`src/hdl/key_autorepeat_tracker_top_macros.svh`:
```
// ----------------------------------------------------------------------------
// Key auto-repeat tracker assertion macros
// Shared concurrent assertion forms, clocked on clk and disabled in reset.
// ----------------------------------------------------------------------------
`ifndef KEY_AUTOREPEAT_TRACKER_TOP_MACROS_SVH
`define KEY_AUTOREPEAT_TRACKER_TOP_MACROS_SVH

// The consequent must hold in the same cycle as the antecedent.
`define KAT_ASSERT_IMP(label, ante, cons, msg) \
    label: assert property (@(posedge clk) disable iff (!rst_n) (ante) |-> (cons)) \
        else $error(msg);

// The consequent must hold in the cycle after the antecedent.
`define KAT_ASSERT_NXT(label, ante, cons, msg) \
    label: assert property (@(posedge clk) disable iff (!rst_n) (ante) |=> (cons)) \
        else $error(msg);

`endif

```
`src/hdl/kat_pkg.sv`:
```
// ----------------------------------------------------------------------------
// Key auto-repeat tracker package
// Types, constants and codes shared by the tracker's modules.
// ----------------------------------------------------------------------------
package kat_pkg;

    localparam int NUM_KEYS = 256;
    localparam int KEY_IDX_W = (NUM_KEYS > 1) ? $clog2(NUM_KEYS) : 1;

    localparam int QUEUE_DEPTH = 2;
    localparam int QUEUE_PTR_W = (QUEUE_DEPTH > 1) ? $clog2(QUEUE_DEPTH) : 1;
    localparam int QUEUE_CNT_W = $clog2(QUEUE_DEPTH + 1);

    localparam logic [8:0]  KEY_COUNT_RESET       = 9'd256;
    localparam logic [15:0] REPEAT_INTERVAL_RESET = 16'd100;
    localparam logic [15:0] TALLY_MAX             = 16'hFFFF;

    localparam logic [1:0] CFG_KEY_COUNT       = 2'd0;
    localparam logic [1:0] CFG_REPEAT_INTERVAL = 2'd1;

    localparam logic MODE_PRESS   = 1'b0;
    localparam logic MODE_RELEASE = 1'b1;

    localparam logic [1:0] KIND_DOWN    = 2'd0;
    localparam logic [1:0] KIND_PRESSED = 2'd1;
    localparam logic [1:0] KIND_UP      = 2'd2;

    typedef struct packed {
        logic        mode;
        logic [7:0]  key_code;
        logic [31:0] now_ms;
    } in_item_t;

    typedef struct packed {
        logic [1:0]  event_kind;
        logic [7:0]  event_code;
        logic [31:0] press_time;
        logic [31:0] held_for;
        logic [15:0] repeats;
        logic        last;
    } out_item_t;

    typedef struct packed {
        logic [8:0]  key_count;
        logic [15:0] repeat_interval_ms;
    } cfg_regs_t;

    typedef struct packed {
        logic [31:0] stamp;
        logic [15:0] tally;
    } key_entry_t;

endpackage

```
`src/hdl/kat_front.sv`:
```
// ----------------------------------------------------------------------------
// Key auto-repeat tracker front end
// Holds the configuration registers, accepts reports and drops those whose
// scan code is out of range before they reach the queue.
// ----------------------------------------------------------------------------
module kat_front
    import kat_pkg::*;
(
    input  logic       clk,
    input  logic       rst_n,
    input  logic       cfg_valid,
    output logic       cfg_ready,
    input  logic [1:0] cfg_index,
    input  logic [15:0] cfg_data,
    input  logic       in_valid,
    output logic       in_ready,
    input  in_item_t   in_data,
    output logic       push_valid,
    input  logic       push_ready,
    output in_item_t   push_data,
    output cfg_regs_t  cfg
);

    localparam logic [8:0] NUM_KEYS_W = 9'(NUM_KEYS);

    logic [8:0]  key_count_reg;
    logic [15:0] interval_reg;
    logic        in_range;

    always_ff @(posedge clk or negedge rst_n)
    begin
        if (!rst_n)
        begin
            key_count_reg <= KEY_COUNT_RESET;
            interval_reg  <= REPEAT_INTERVAL_RESET;
        end
        else if (cfg_valid)
        begin
            case (cfg_index)
                CFG_KEY_COUNT:       key_count_reg <= cfg_data[8:0];
                CFG_REPEAT_INTERVAL: interval_reg  <= cfg_data;
                default:             ;
            endcase
        end
    end

    always_comb
    begin
        in_range = ({1'b0, in_data.key_code} < key_count_reg) &&
                   ({1'b0, in_data.key_code} < NUM_KEYS_W);
    end

    assign cfg_ready              = 1'b1;
    assign in_ready               = push_ready;
    assign push_valid             = in_valid && in_range;
    assign push_data              = in_data;
    assign cfg.key_count          = key_count_reg;
    assign cfg.repeat_interval_ms = interval_reg;

endmodule

```
`config.mk`:
```
export PLATFORM = sky130hd
export DESIGN_NAME = kat_front
export DESIGN_NICKNAME = d
export VERILOG_FILES = /design/src/hdl/key_autorepeat_tracker_top_macros.svh /design/src/hdl/kat_pkg.sv /design/src/hdl/kat_front.sv
export SDC_FILE = /design/constraint.sdc
export NUM_CORES = 1
export LEC_CHECK = 0
export ABC_AREA = 1
export ABC_CLOCK_PERIOD_IN_PS = 1100
export BUFFER_PORTS_ARGS = -buffer_cell sky130_fd_sc_hd__buf_2
export CAP_MARGIN = 20
export CORE_MARGIN = 10
export CORE_UTILIZATION = 39
export DETAILED_ROUTE_END_ITERATION = 10
export PLACE_DENSITY = 0.86
export SLEW_MARGIN = 20
export SYNTH_ARGS = -nofsm -noshare
export SYNTH_HDL_FRONTEND = slang
export SYNTH_SLANG_ARGS = --single-unit
```
`constraint.sdc`:
```
create_clock -name clk -period 1.1 [get_ports clk]
set_input_delay 0.055 -clock clk [delete_from_list [all_inputs] [get_ports clk]]
set_output_delay 0.055 -clock clk [all_outputs]
set_load 0.01 [all_outputs]
```
==> impl_metrics.ini, run 1 <==
[status]
status = finished with violations
violations = setup timing

[clocking]
clock-sinks = 25
clock_path_buffers = 2
path_clk_slew_ps = 90
cts_tree = yes
cts-root-buf = clkbuf_8
htree_levels = 1
clock_latency_ps = 260
cts_made_buffers = 3

[synthesis]
syn_inst = 184
netlist_area_mm2 = 0.00160
yosysWarnings = 0
ys_types = 19
syn_area_per_cell_um2 = 8.67
synth.yosys.seq_area_share_pct = 39.5
ys_seq_elements = 25
synth_nets = 255

[die]
design.core.area_mm2 = 0.00397
start_util_pct = 40.2
die_x_um = 84.0
die_h_um = 84.0
io_pins = 133
dieArea_mm2 = 0.00705
num_rows = 23

[drt]
drt_iter0_drc = 38
wl_met2_mm = 1.60
drt_pass1_iterations = 2
met3_length_um = 474
highest_layer = met4
drc = 0
m1WireLength_mm = 1.49
postRouteAntennaNets = 0
routedWlPerCell_um = 13.8
drt_wl_total_mm = 3.67
viasPerCell = 4.30
num_vias = 1145

[setup_path]
worst_setup_path_start_kind = flop
cp.arrival_ps = 1440
path_max_fanout = 3
end_kind = primary output
crit_required_ps = 1040
worst-setup-path-type = flop to primary output

[final_layout]
fillers = 400
fin_cells = 266
largest_reg_flops = 16
antennaDiodeCount = 0
layout.nets = 288
area_delta_synth_final_pct = 17.8
drive_above_1_share_pct = 55.6

[sta]
hold_viol = 0
min_period_ps = 1500
worst_slew_margin_rel_pct = 63.3
max_freq_mhz = 668
skew_ps = 0
final_max_slew_viol_count = 0
finalSetupViolCount = 1
rsz0062_at_grt = true
tns_ps = -398
period_share_pct = 136
hold_slack_ps = 17.0
tightest_slew_ps = 551
fin_ws_ps = -398

[job]
cap_violations = 0

[place]
hpwl_mm = 2.91
numPortBuffers = 63
gp_congestion = 0.740
dp_cells = 258
dpl_worst_slack_ps = -163

[power]
p_leak_nw = 1.04
power_density_mw_per_mm2 = 1420
max-vdd-ir-drop_mv = 0.720
power.total_w = 0.00267

[hold_path]
min_path_type = primary input to flop

[global_routing]
grt_pass1_wl_mm = 6.00
grt_overflow_total = 0
grt_pass1_vias = 1254
antenna_found_initial = 0
grt_usage_pct = 10.1
grt_max_degree = 33
==> synth_stat cells, drive strengths merged <==
| cell | count | area share [%] |
|---|---|---|
| nand3 | 1 | 0.31 |
| nand3b | 1 | 1.3 |
| buf | 47 | 23 |
| inv | 29 | 6.8 |
| ha | 7 | 5.5 |
| dfrtp | 21 | 33 |
| nor2 | 5 | 1.3 |
| o21ai | 25 | 11 |
| nand2 | 39 | 9.5 |
| nand4 | 1 | 0.39 |
| conb | 1 | 0.24 |
| dfstp | 4 | 6.6 |
| a21oi | 3 | 0.94 |
==> critical path, cell delays in order, from the launching register on <==
cell     delay, ps
dfrtp_1        400
inv_2           70
ha_4           210
nand2_2         70
nand2_2         50
a21oi_2        110
nand2_1         70
nor2_2          70
buf_2          140
==> worst paths after layout <==
kind                       slack [ps]        startpoint  cells past startpoint          endpoint
setup / recovery                 -400  key_count_reg[6]                      8        push_valid
hold / removal                     20       cfg_data[9]                      3   interval_reg[9]
setup reg to reg                  200  key_count_reg[6]                      4  key_count_reg[6]
hold reg to reg                   490  interval_reg[14]                      2  interval_reg[14]
max in group asynchronous         410             rst_n                      2  key_count_reg[8]
min in group asynchronous         310             rst_n                      2  interval_reg[10]
==> repair_timing <==
action	4_1_cts	5_1_grt
endpoints found under the setup margin	2	4
resized for setup	13	7
hold endpoints to repair	21	0
pin swaps	8	5
hold buffers	1	0
setup buffers	2	1
cloned	0	0
==> layout make-up <==
class / count / area [um^2] / share of cell area (%)
Inverter: 29 / 109 / 5.79
Clock buffer: 4 / 45.0 / 2.40
Tap cell: 50 / 62.6 / 3.33
Sequential cell: 25 / 631 / 33.6
Timing Repair Buffer: 75 / 437 / 23.2
Multi-Input combinational cell: 83 / 596 / 31.7
==> logic make-up after synthesis <==
| family | share of synthesized area (%) |
|---|---|
| compound gates | 12.3 |
| fa+ha+maj | 5.49 |
| buf+inv | 29.6 |
| flops | 39.5 |
| other cells | 0.235 |
| simple gates | 12.8 |
==> per-stage QoR <==
step                util [%]  cell area, um^2
floorplan                  -             1620
global placement        42.7             1700
detailed placement      42.7             1700
CTS                     46.0             1830
global route            47.3             1880
finish                  47.3             1880
==> cell usage in the layout, fill, tap and decap left out, types with 2 or more instances in the layout <==
cell	instances
inv_2	4
inv_1	25
nor2_1	2
a21oi_2	3
nor2_2	3
buf_2	59
nand2_2	7
ha_4	6
o21ai_2	15
dfstp_2	4
o21ai_0	8
buf_4	10
nand2_1	32
o21ai_1	2
dfrtp_1	21
buf_6	5
clkbuf_8	3
==> layer usage <==
| layer | track usage [%] | vias up |
|---|---|---|
| met5 | 0 | - |
| met2 | 15.5 | 49 |
| met4 | 5.18 | 0 |
| met3 | 5.27 | 20 |
| li1 | - | 579 |
| met1 | 11.0 | 497 |
==> where the power goes <==
| part | internal, W | switching (W) |
|---|---|---|
| combinational | 0.000476 | 0.000499 |
| sequential | 0.00108 | 0.0000824 |
| clock | 0.000258 | 0.000273 |
| total | 0.00182 | 0.000854 |
No activity file was read; power rests on OpenSTA's default activity.
==> inputs of run 2 (changes only) <==
CORE_MARGIN = not set   (was 10)
==> run 2 against run 1 <==
Effect of this change: the run still ends with setup timing left; core utilization rose by 1.7 points; cell count fell by 0.75%; cell area fell by 1.0%; clock power barely moved; critical path type unchanged; largest power group unchanged; highest routed layer unchanged.
==> impl_metrics.ini, run 2 (same netlist as run 1, synthesis figures left out) <==
[power]
p_leak_nw = 1.04
power.total_w = 0.00264
power_density_mw_per_mm2 = 1420
max-vdd-ir-drop_mv = 0.849

[clocking]
clock-sinks = 25
cts-root-buf = clkbuf_8
htree_levels = 1
cts_tree = yes
cts_made_buffers = 3
clock_path_buffers = 2
path_clk_slew_ps = 80
clock_latency_ps = 260

[place]
dpl_worst_slack_ps = -162
hpwl_mm = 2.47
gp_congestion = 0.878
dp_cells = 256
numPortBuffers = 63

[final_layout]
fin_cells = 264
final_common_cell = buf_2
regArea_um2 = 631
fillers = 382
largest_reg_flops = 16
drive_above_1_share_pct = 54.2
layout.nets = 288
area_delta_synth_final_pct = 16.6
antennaDiodeCount = 0
multi_input_area_um2 = 571
layout_common_cells = buf_2 (59), nand2_1 (34), inv_1 (24), dfrtp_1 (21), o21ai_2 (15)

[sta]
hold_slack_ps = 7.24
skew_ps = 0
fin_ws_ps = -432
worst_slew_margin_rel_pct = 63.9
min_period_ps = 1530
max_freq_mhz = 653
finalSetupViolCount = 2
rsz0062_at_grt = true
final_max_slew_viol_count = 0
tightest_slew_ps = 542
period_share_pct = 139
hold_viol = 0
tns_ps = -437

[die]
die_x_um = 66.0
design.core.area_mm2 = 0.00380
io_pins = 133
start_util_pct = 42.0
die_h_um = 66.0
num_rows = 22
dieArea_mm2 = 0.00435

[global_routing]
grt_max_degree = 33
grt_usage_pct = 14.9
grt_pass1_vias = 1111
antenna_found_initial = 0
grt_pass1_wl_mm = 4.90
grt_overflow_total = 0

[drt]
drt_wl_total_mm = 3.18
drt_iter0_drc = 10
postRouteAntennaNets = 0
routedWlPerCell_um = 12.0
drt_pass1_iterations = 3
viasPerCell = 4.30
drc = 0
num_vias = 1134

[setup_path]
end_kind = primary output
path_max_fanout = 3
crit_required_ps = 1040
slowest_delay_ps = 400
cp_cell_sequence = inv_2 -> ha_4 -> nand4_1 -> a21oi_2 -> nor2_2 -> buf_2
crit_family = flip-flops
worst-setup-path-type = flop to primary output
worst_setup_path_start_kind = flop
cp.arrival_ps = 1480
cp.buffers_inverters = 2
crit_slowest_cell = dfrtp_1

[status]
violations = setup timing
status = finished with violations

[job]
cap_violations = 0

[hold_path]
min_path_type = primary input to flop
run 2: power by group:
| group | total (W) | internal (W) | switching [W] |
|---|---|---|---|
| clock network | 0.000531 | 0.000253 | 0.000279 |
| registers | 0.00117 | 0.00108 | 0.0000882 |
| logic | 0.000943 | 0.000466 | 0.000477 |
| total | 0.00264 | 0.00180 | 0.000844 |
run 2: repair_timing:
item	in CTS	in global routing
setup buffers	0	3
hold endpoints to repair	21	0
hold buffers	1	0
pin swaps	6	3
endpoints found under the setup margin	1	2
gates resized for setup	8	10
run 2: area by class of cell:
class                           count  share of cell area [%]
Sequential cell                    25                    33.9
Multi-Input combinational cell     83                    30.7
Timing Repair Buffer               75                    23.9
Inverter                           29                    5.85
Tap cell                           48                    3.23
Clock buffer                        3                    2.22
Clock inverter                      1                   0.269
run 2: stage by stage:
| stage | util, % | instance area, um^2 |
|---|---|---|
| global route | 49.0 | 1860 |
| CTS | 47.0 | 1790 |
| floorplan | - | 1620 |
| global placement | 44.6 | 1690 |
| finish | 49.0 | 1860 |
| detailed placement | 44.6 | 1690 |
run 2: worst paths after layout:
kind | startpoint | endpoint | slack (ps) | depth (start not counted)
min in group asynchronous | rst_n | interval_reg[1] | 300 | 2
max in group asynchronous | rst_n | key_count_reg[8] | 420 | 2
worst max-delay path | key_count_reg[7] | push_valid | -430 | 6
worst min register to register | interval_reg[11] | interval_reg[11] | 490 | 2
worst min-delay path | cfg_data[8] | key_count_reg[8] | 7 | 3
worst max register to register | key_count_reg[7] | key_count_reg[7] | 180 | 4
run 2: worst register-to-register path: stages (launching register included):
cell	delay, ps
dfrtp_1	420
buf_4	150
buf_6	110
nand2_2	60
o21ai_2	60
run 2: metal layers:
| metal | wire [um] | GRT usage (%) | vias to the layer above |
|---|---|---|---|
| li1 | - | - | 581 |
| met3 | 206 | 2.07 | 6 |
| met4 | 43 | 7.18 | 0 |
| met1 | 1250 | 16.1 | 500 |
| met2 | 1680 | 28.1 | 47 |
| met5 | 0 | 0 | - |
