<file path="src/hdl/key_autorepeat_tracker_top_macros.svh">
// ----------------------------------------------------------------------------
// Key auto-repeat tracker assertion macros
// Shared concurrent assertion forms, clocked on clk and disabled in reset.
// ----------------------------------------------------------------------------
`ifndef KEY_AUTOREPEAT_TRACKER_TOP_MACROS_SVH
`define KEY_AUTOREPEAT_TRACKER_TOP_MACROS_SVH

// The consequent must hold in the same cycle as the antecedent.
`define KAT_ASSERT_IMP(label, ante, cons, msg) \
    label: assert property (@(posedge clk) disable iff (!rst_n) (ante) |-> (cons)) \
        else $error(msg);

// The consequent must hold in the cycle after the antecedent.
`define KAT_ASSERT_NXT(label, ante, cons, msg) \
    label: assert property (@(posedge clk) disable iff (!rst_n) (ante) |=> (cons)) \
        else $error(msg);

`endif

</file>
<file path="src/hdl/kat_pkg.sv">
// ----------------------------------------------------------------------------
// Key auto-repeat tracker package
// Types, constants and codes shared by the tracker's modules.
// ----------------------------------------------------------------------------
package kat_pkg;

    localparam int NUM_KEYS = 256;
    localparam int KEY_IDX_W = (NUM_KEYS > 1) ? $clog2(NUM_KEYS) : 1;

    localparam int QUEUE_DEPTH = 2;
    localparam int QUEUE_PTR_W = (QUEUE_DEPTH > 1) ? $clog2(QUEUE_DEPTH) : 1;
    localparam int QUEUE_CNT_W = $clog2(QUEUE_DEPTH + 1);

    localparam logic [8:0]  KEY_COUNT_RESET       = 9'd256;
    localparam logic [15:0] REPEAT_INTERVAL_RESET = 16'd100;
    localparam logic [15:0] TALLY_MAX             = 16'hFFFF;

    localparam logic [1:0] CFG_KEY_COUNT       = 2'd0;
    localparam logic [1:0] CFG_REPEAT_INTERVAL = 2'd1;

    localparam logic MODE_PRESS   = 1'b0;
    localparam logic MODE_RELEASE = 1'b1;

    localparam logic [1:0] KIND_DOWN    = 2'd0;
    localparam logic [1:0] KIND_PRESSED = 2'd1;
    localparam logic [1:0] KIND_UP      = 2'd2;

    typedef struct packed {
        logic        mode;
        logic [7:0]  key_code;
        logic [31:0] now_ms;
    } in_item_t;

    typedef struct packed {
        logic [1:0]  event_kind;
        logic [7:0]  event_code;
        logic [31:0] press_time;
        logic [31:0] held_for;
        logic [15:0] repeats;
        logic        last;
    } out_item_t;

    typedef struct packed {
        logic [8:0]  key_count;
        logic [15:0] repeat_interval_ms;
    } cfg_regs_t;

    typedef struct packed {
        logic [31:0] stamp;
        logic [15:0] tally;
    } key_entry_t;

endpackage

</file>
<file path="src/hdl/kat_queue.sv">
// ----------------------------------------------------------------------------
// Key auto-repeat tracker queue
// Short first-in first-out buffer between the front end and the back end.
// ----------------------------------------------------------------------------
module kat_queue
    import kat_pkg::*;
(
    input  logic     clk,
    input  logic     rst_n,
    input  logic     push_valid,
    output logic     push_ready,
    input  in_item_t push_data,
    output logic     pop_valid,
    input  logic     pop_ready,
    output in_item_t pop_data
);

    localparam logic [QUEUE_PTR_W-1:0] PTR_LAST = QUEUE_PTR_W'(QUEUE_DEPTH - 1);
    localparam logic [QUEUE_CNT_W-1:0] CNT_FULL = QUEUE_CNT_W'(QUEUE_DEPTH);

    in_item_t                 entries_reg [QUEUE_DEPTH];
    logic [QUEUE_PTR_W-1:0]   wr_ptr_reg;
    logic [QUEUE_PTR_W-1:0]   rd_ptr_reg;
    logic [QUEUE_CNT_W-1:0]   count_reg;
    logic                     do_push;
    logic                     do_pop;

    assign push_ready = (count_reg != CNT_FULL);
    assign pop_valid  = (count_reg != '0);
    assign pop_data   = entries_reg[rd_ptr_reg];
    assign do_push    = push_valid && push_ready;
    assign do_pop     = pop_valid && pop_ready;

    always_ff @(posedge clk or negedge rst_n)
    begin
        if (!rst_n)
        begin
            wr_ptr_reg <= '0;
            rd_ptr_reg <= '0;
            count_reg  <= '0;
        end
        else
        begin
            if (do_push)
            begin
                wr_ptr_reg <= (wr_ptr_reg == PTR_LAST) ? '0 : wr_ptr_reg + 1'b1;
            end
            if (do_pop)
            begin
                rd_ptr_reg <= (rd_ptr_reg == PTR_LAST) ? '0 : rd_ptr_reg + 1'b1;
            end
            if (do_push && !do_pop)
            begin
                count_reg <= count_reg + 1'b1;
            end
            else if (do_pop && !do_push)
            begin
                count_reg <= count_reg - 1'b1;
            end
        end
    end

    always_ff @(posedge clk)
    begin
        if (do_push)
        begin
            entries_reg[wr_ptr_reg] <= push_data;
        end
    end

endmodule

</file>
<file path="config.mk">
export PLATFORM = sky130hd
export DESIGN_NAME = kat_queue
export DESIGN_NICKNAME = d
export VERILOG_FILES = /design/src/hdl/key_autorepeat_tracker_top_macros.svh /design/src/hdl/kat_pkg.sv /design/src/hdl/kat_queue.sv
export SDC_FILE = /design/constraint.sdc
export NUM_CORES = 1
export LEC_CHECK = 0
export BUFFER_PORTS_ARGS = -buffer_cell sky130_fd_sc_hd__buf_2
export CELL_PAD_IN_SITES_DETAIL_PLACEMENT = 0
export CELL_PAD_IN_SITES_GLOBAL_PLACEMENT = 2
export CORE_AREA = 3 3 95 97
export DETAILED_ROUTE_END_ITERATION = 16
export DIE_AREA = 0 0 98 100
export PLACE_DENSITY_LB_ADDON = 0.1
export SYNTH_ARGS = -nofsm -noshare
export SYNTH_HDL_FRONTEND = slang
export SYNTH_SLANG_ARGS = --single-unit
</file>
<file path="constraint.sdc">
create_clock -name clk -period 5.3 [get_ports clk]
set_clock_uncertainty 0.15 [all_clocks]
set_input_delay 1.06 -clock clk [delete_from_list [all_inputs] [get_ports clk]]
set_output_delay 1.06 -clock clk [all_outputs]
set_load 0.05 [all_outputs]
</file>
==> results of run 1 <==
==> worst max path at each step <==
stage / to / slack (ns) / cells after the start
after global routing: pop_data[20] / 1.70 / 3
final: pop_data[21] / 1.83 / 3
after CTS: pop_data[21] / 1.78 / 3
after global placement: pop_data[20] / 2.18 / 3
after floorplan: entries_reg[0][0]$_DFFE_PP_ / 1.81 / 2
after detailed placement: pop_data[21] / 2.15 / 3
==> layer usage <==
| layer | part of all wire, % | wire [µm] | vias up | track usage [%] |
|---|---|---|---|---|
| li1 | - | - | 753 | - |
| met1 | 37 | 2060 | 790 | 12.2 |
| met2 | 55 | 3100 | 47 | 21.5 |
| met3 | 6.9 | 387 | 7 | 4.45 |
| met4 | 1.0 | 56 | 0 | 3.83 |
| met5 | 0 | 0 | - | 0 |
==> layout make-up <==
cell class | count | area (µm²)
clock buffers | 11 | 131
clock inverters | 4 | 48.8
flip-flops and latches | 86 | 2560
repair buffers | 88 | 443
well taps | 105 | 131
inverters | 1 | 3.75
fillers | 706 | 4190
multi-input cells | 54 | 707
==> worst max-delay path, stage by stage (launching register included) <==
cell	delay [ns]
dfrtp_2	0.90
buf_4	0.44
mux2_2	0.37
buf_2	0.21
==> placed cells by master, fill, tap and decap left out <==
cell type / synthesis / layout
buf_2: 0 / 87
edfxtp_1: 82 / 82
mux2_4: 39 / 39
clkbuf_8: 0 / 9
xnor2_1: 3 / 3
dfrtp_1: 4 / 3
nand2_1: 2 / 2
mux2_2: 2 / 2
xor2_1: 2 / 2
clkinvlp_4: 0 / 2
clkbuf_1: 0 / 2
nand2b_1: 1 / 1
inv_1: 1 / 1
or2_1: 1 / 1
and3_2: 0 / 1
nor2_4: 0 / 1
nor2_1: 2 / 1
ha_1: 1 / 1
bufinv_16: 0 / 1
clkinv_1: 0 / 1
buf_4: 0 / 1
dfrtp_2: 0 / 1
==> metrics by stage <==
stage / hold WS [ns] / std cells
6_report: 0.377 / 349
5_1_grt: 0.354 / 349
4_1_cts: 0.356 / 349
3_5_place_dp: 0.360 / 334
3_3_place_gp: 0.321 / 334
2_1_floorplan: 0.306 / 146
==> kinds of logic (layout without fill, tap and decap cells) <==
| group | count (synthesis) | count (layout) | share of synthesized area, % |
|---|---|---|---|
| adders and majority gates | 1 | 1 | 0.373 |
| buffers and inverters | 6 | 104 | 2.83 |
| xor gates and xnor gates | 5 | 5 | 1.31 |
| DFF | 86 | 86 | 76.4 |
| and+or+nand+nor | 7 | 7 | 1.01 |
| muxes | 41 | 41 | 18.1 |
==> where the power goes <==
group	switching [mW]	internal (mW)	total, mW
sequential	0.0994	0.934	1.03
clock	0.207	0.214	0.421
combinational	0.768	0.376	1.14
total	1.07	1.53	2.60
==> flow_summary.ini, run 1 <==
[finish]
largest_register_ffs = 82
area_growth_pct = 20.1
nNetsFinal = 286
fin_area_mm2 = 0.00403
drive_above_1_share_pct = 59.0
utilization_pct = 49.0
n_antenna_cell = 0

[setup_path]
r2r_start = count_reg[0]$_DFFE_PN0P_
crit_required_ns = 4.09
worst-path-max-fanout = 26
cp-startpoint = rd_ptr_reg$_DFFE_PN0P_
crit_type = reg -> out
end_kind = output pin
reg2reg_slack_ns = 3.10
startpoint_type = flip-flop
r2r_end = entries_reg[0][6]$_DFFE_PP_
r2r_cells = 3
worst_ep_arrival_time_ns = 2.26

[clock_tree]
clockBufferDepth = 2
clock-sinks = 86
path_clk_slew_ns = 0.07
cts-resized-gates = 0
cts_tree = done
cts_hold_buf = 0
clock_latency_ns = 0.32
cts-root-buf = clkbuf_8
cts_setup_buffers = 0
cts_buffers = 9
cts_max_level = 3

[timing]
max_freq_mhz = 288
rsz0062_at_grt = false
setup_tns_ns = 0
fin_crit_sh_pct = 65.5
relSlewSlack_pct = 19.6
post-route-min-period_ns = 3.47
finalHoldViolations = 0
setup_slack_ns = 1.83
max_slew.worst_pin.slew_ns = 1.20
drv_slew = 0
setup_viol = 0

[floorplan]
die_w_um = 98
dieHeight_um = 100
rows = 33
die_area_mm2 = 0.00980
initial_utilization_pct = 40.8
core_mm2 = 0.00822
io_pins = 88

[synthesis]
syn-mean-instance-area_um2 = 23.0
syn-cell-area_mm2 = 0.00336
synth_edf_count = 82
yosys-top-cells-count = 82 x edfxtp_1, 39 x mux2_4, 4 x buf_12, 4 x dfrtp_1, 3 x xnor2_1
syn_inst = 146
synth_cell_types = 15
ys_seq_area_share_pct = 76.4
ys_ff_latch = 86
ys.flop_type = edfxtp_1
yosys-top-cells-area = edfxtp_1 73%, mux2_4 17%, dfrtp_1 3.0%
syn-num-nets = 192
synth_top_area_share_pct = 73.4
async_reset_ff_share_pct = 4.65
synth_most_common_cell = edfxtp_1
synth_top_cell_by_area = edfxtp_1
yosys_warnings = 0

[run]
maxCapViolations = 0

[placed_design]
dp_hpwl_mm = 3.83
place.gp.congestion = 0.773
dpl-instance-area_mm2 = 0.00385
post-place-ws_ns = 2.15
io_buffers = 87

[routing]
wl_per_cell_um = 16.1
drc = 0
routed_wl_mm = 5.61
via_per_inst = 4.58
vias = 1597
drtIter0Drc = 48
final_antenna_net_count = 0
dr.pass1.iters = 4

[grt]
grt_pass1_wl_mm = 8.65
grt_usage_pct = 11.6
antenna_found_initial = 0
overflow = 0
first_global_vias = 1765
grt_max_degree = 42

[pwr]
p_leak_nw = 1.61
power_density_mw_per_mm2 = 645
vdd_drop_max_uv = 495
total_power_mw = 2.60

[worst_hold_path]
hp-class = in -> async

[run_status]
status = finished clean
Power figures use the tool's default switching activity.
==> run 2, diff against run 1 <==
--- a/config.mk
+++ b/config.mk
@@ -8,9 +8,9 @@
 export BUFFER_PORTS_ARGS = -buffer_cell sky130_fd_sc_hd__buf_2
 export CELL_PAD_IN_SITES_DETAIL_PLACEMENT = 0
 export CELL_PAD_IN_SITES_GLOBAL_PLACEMENT = 2
-export CORE_AREA = 3 3 95 97
+export CORE_AREA = 3 3 102 104
 export DETAILED_ROUTE_END_ITERATION = 16
-export DIE_AREA = 0 0 98 100
+export DIE_AREA = 0 0 105 107
 export PLACE_DENSITY_LB_ADDON = 0.1
 export SYNTH_ARGS = -nofsm -noshare
 export SYNTH_HDL_FRONTEND = slang
==> constraint.sdc (replaced) <==
create_clock -name clk -period 2.8 [get_ports clk]
set_clock_uncertainty 0.15 [all_clocks]
set_input_delay 0.56 -clock clk [delete_from_list [all_inputs] [get_ports clk]]
set_output_delay 0.56 -clock clk [all_outputs]
set_load 0.05 [all_outputs]
==> flow_summary.ini, run 2 (same netlist as run 1, synthesis figures left out) <==
[floorplan]
initial_utilization_pct = 34.8
core_mm2 = 0.00964
io_pins = 88
die_w_um = 105
dieHeight_um = 107
die_area_mm2 = 0.0112
rows = 36

[placed_design]
dp_hpwl_mm = 3.63
post-place-ws_ns = 0.625
io_buffers = 87
place.gp.congestion = 0.674

[timing]
post-route-min-period_ns = 2.50
setup_tns_ns = 0
max_slew.worst_pin.slew_ns = 0.561
setup_viol = 0
fin_crit_sh_pct = 89.3
drv_slew = 0
rsz0062_at_grt = false
setup_slack_ns = 0.301
finalHoldViolations = 0
max_freq_mhz = 400
relSlewSlack_pct = 62.6

[finish]
fillers = 901
drive_above_1_share_pct = 59.8
utilization_pct = 43.0
largest_register_ffs = 82
n_antenna_cell = 0
area_growth_pct = 23.5
final_cell_mix = 87 x buf_2, 82 x edfxtp_1, 39 x mux2_4, 9 x clkbuf_8
nNetsFinal = 290
final_common_cell = buf_2

[grt]
grt_usage_pct = 10.1
grt_max_degree = 42
grt_pass1_wl_mm = 8.48
first_global_vias = 1643
overflow = 0
antenna_found_initial = 0

[routing]
vias = 1577
wl_per_cell_um = 14.1
drc = 0
via_per_inst = 4.13
routed_wl_mm = 5.40
dr.pass1.iters = 4
final_antenna_net_count = 0
drtIter0Drc = 37

[clock_tree]
cts-resized-gates = 0
cts_setup_buffers = 0
clockBufferDepth = 2
cts_buffers = 9
cts_max_level = 3
cts_tree = done
cts-root-buf = clkbuf_8
clock_latency_ns = 0.33
clock-sinks = 86
path_clk_slew_ns = 0.08

[setup_path]
crit_required_ns = 2.09
worst_ep_arrival_time_ns = 1.79
crit_type = reg -> out
reg2reg_slack_ns = 0.97
r2r_cells = 3
end_kind = output pin
endpoint = pop_data[33]
r2r_end = entries_reg[1][25]$_DFFE_PP_
cp-startpoint = rd_ptr_reg$_DFFE_PN0P_
r2r_start = count_reg[0]$_DFFE_PN0P_
worst-path-max-fanout = 19
startpoint_type = flip-flop

[worst_hold_path]
hp-class = in -> reg

[run]
maxCapViolations = 0

[pwr]
vdd_drop_max_uv = 423
total_power_mw = 5.01
p_leak_nw = 1.65
power_density_mw_per_mm2 = 1210

[run_status]
status = finished clean
## run 2: changes by cell type in the layout (fill, tap and decap cells not counted)
cell,delta
clkinv_2,+1
buf_12,+3
dlygate4sd3_1,+1
clkinv_4,+1
clkbuf_1,-1
## run 2: worst min path at each step
stage                  startpoint                      endpoint  slack (ns)  depth (start not counted)
floorplan                   rst_n      count_reg[0]$_DFFE_PN0P_        0.11                          0
global route        push_data[10]  entries_reg[1][10]$_DFFE_PP_        0.22                          1
finish              push_data[23]  entries_reg[1][23]$_DFFE_PP_        0.26                          1
CTS                 push_data[10]  entries_reg[1][10]$_DFFE_PP_        0.23                          1
detailed placement          rst_n      count_reg[1]$_DFFE_PN0P_        0.22                          1
global placement            rst_n        wr_ptr_reg$_DFFE_PN0P_        0.23                          1
## run 2: power breakdown
group | internal (mW) | switching [mW] | total [mW]
Clock | 0.409 | 0.408 | 0.817
Combinational | 0.775 | 1.52 | 2.30
Sequential | 1.76 | 0.132 | 1.89
## run 2: cell type report
type	count	area, µm²	area share [%]
well taps	133	166	4.02
multi-input cells	54	707	17.1
inverters	1	3.75	0.0906
clock buffers	10	128	3.08
repair buffers	92	513	12.4
clock inverters	6	62.6	1.51
flip-flops and latches	86	2560	61.9
## run 2: repair_timing
action,in CTS,in global routing
hold buffers,1,0
endpoints found under the setup margin,0,0
hold endpoints to repair,4,0
## run 2: layer usage
metal	routed length (µm)	GRT usage, %	share of wire, %	vias up
li1	-	-	-	763
met1	2290	12.1	42	748
met2	2620	16.1	49	57
met3	407	3.73	7.5	9
met4	76	5.34	1.4	0
met5	0	0	0	-
## run 2: per-stage QoR
| step | cell area, µm² | instances | hold slack [ns] |
|---|---|---|---|
| 2_1_floorplan | 3360 | 146 | 0.114 |
| 3_3_place_gp | 3940 | 365 | 0.229 |
| 3_5_place_dp | 3940 | 365 | 0.225 |
| 4_1_cts | 4140 | 382 | 0.232 |
| 5_1_grt | 4140 | 382 | 0.224 |
| 6_report | 4140 | 382 | 0.257 |
## run 2: worst max-delay path, stage by stage (launching register included)
cell and delay, ns:
dfrtp_2 0.65, buf_12 0.26, mux2_4 0.32, buf_2 0.21
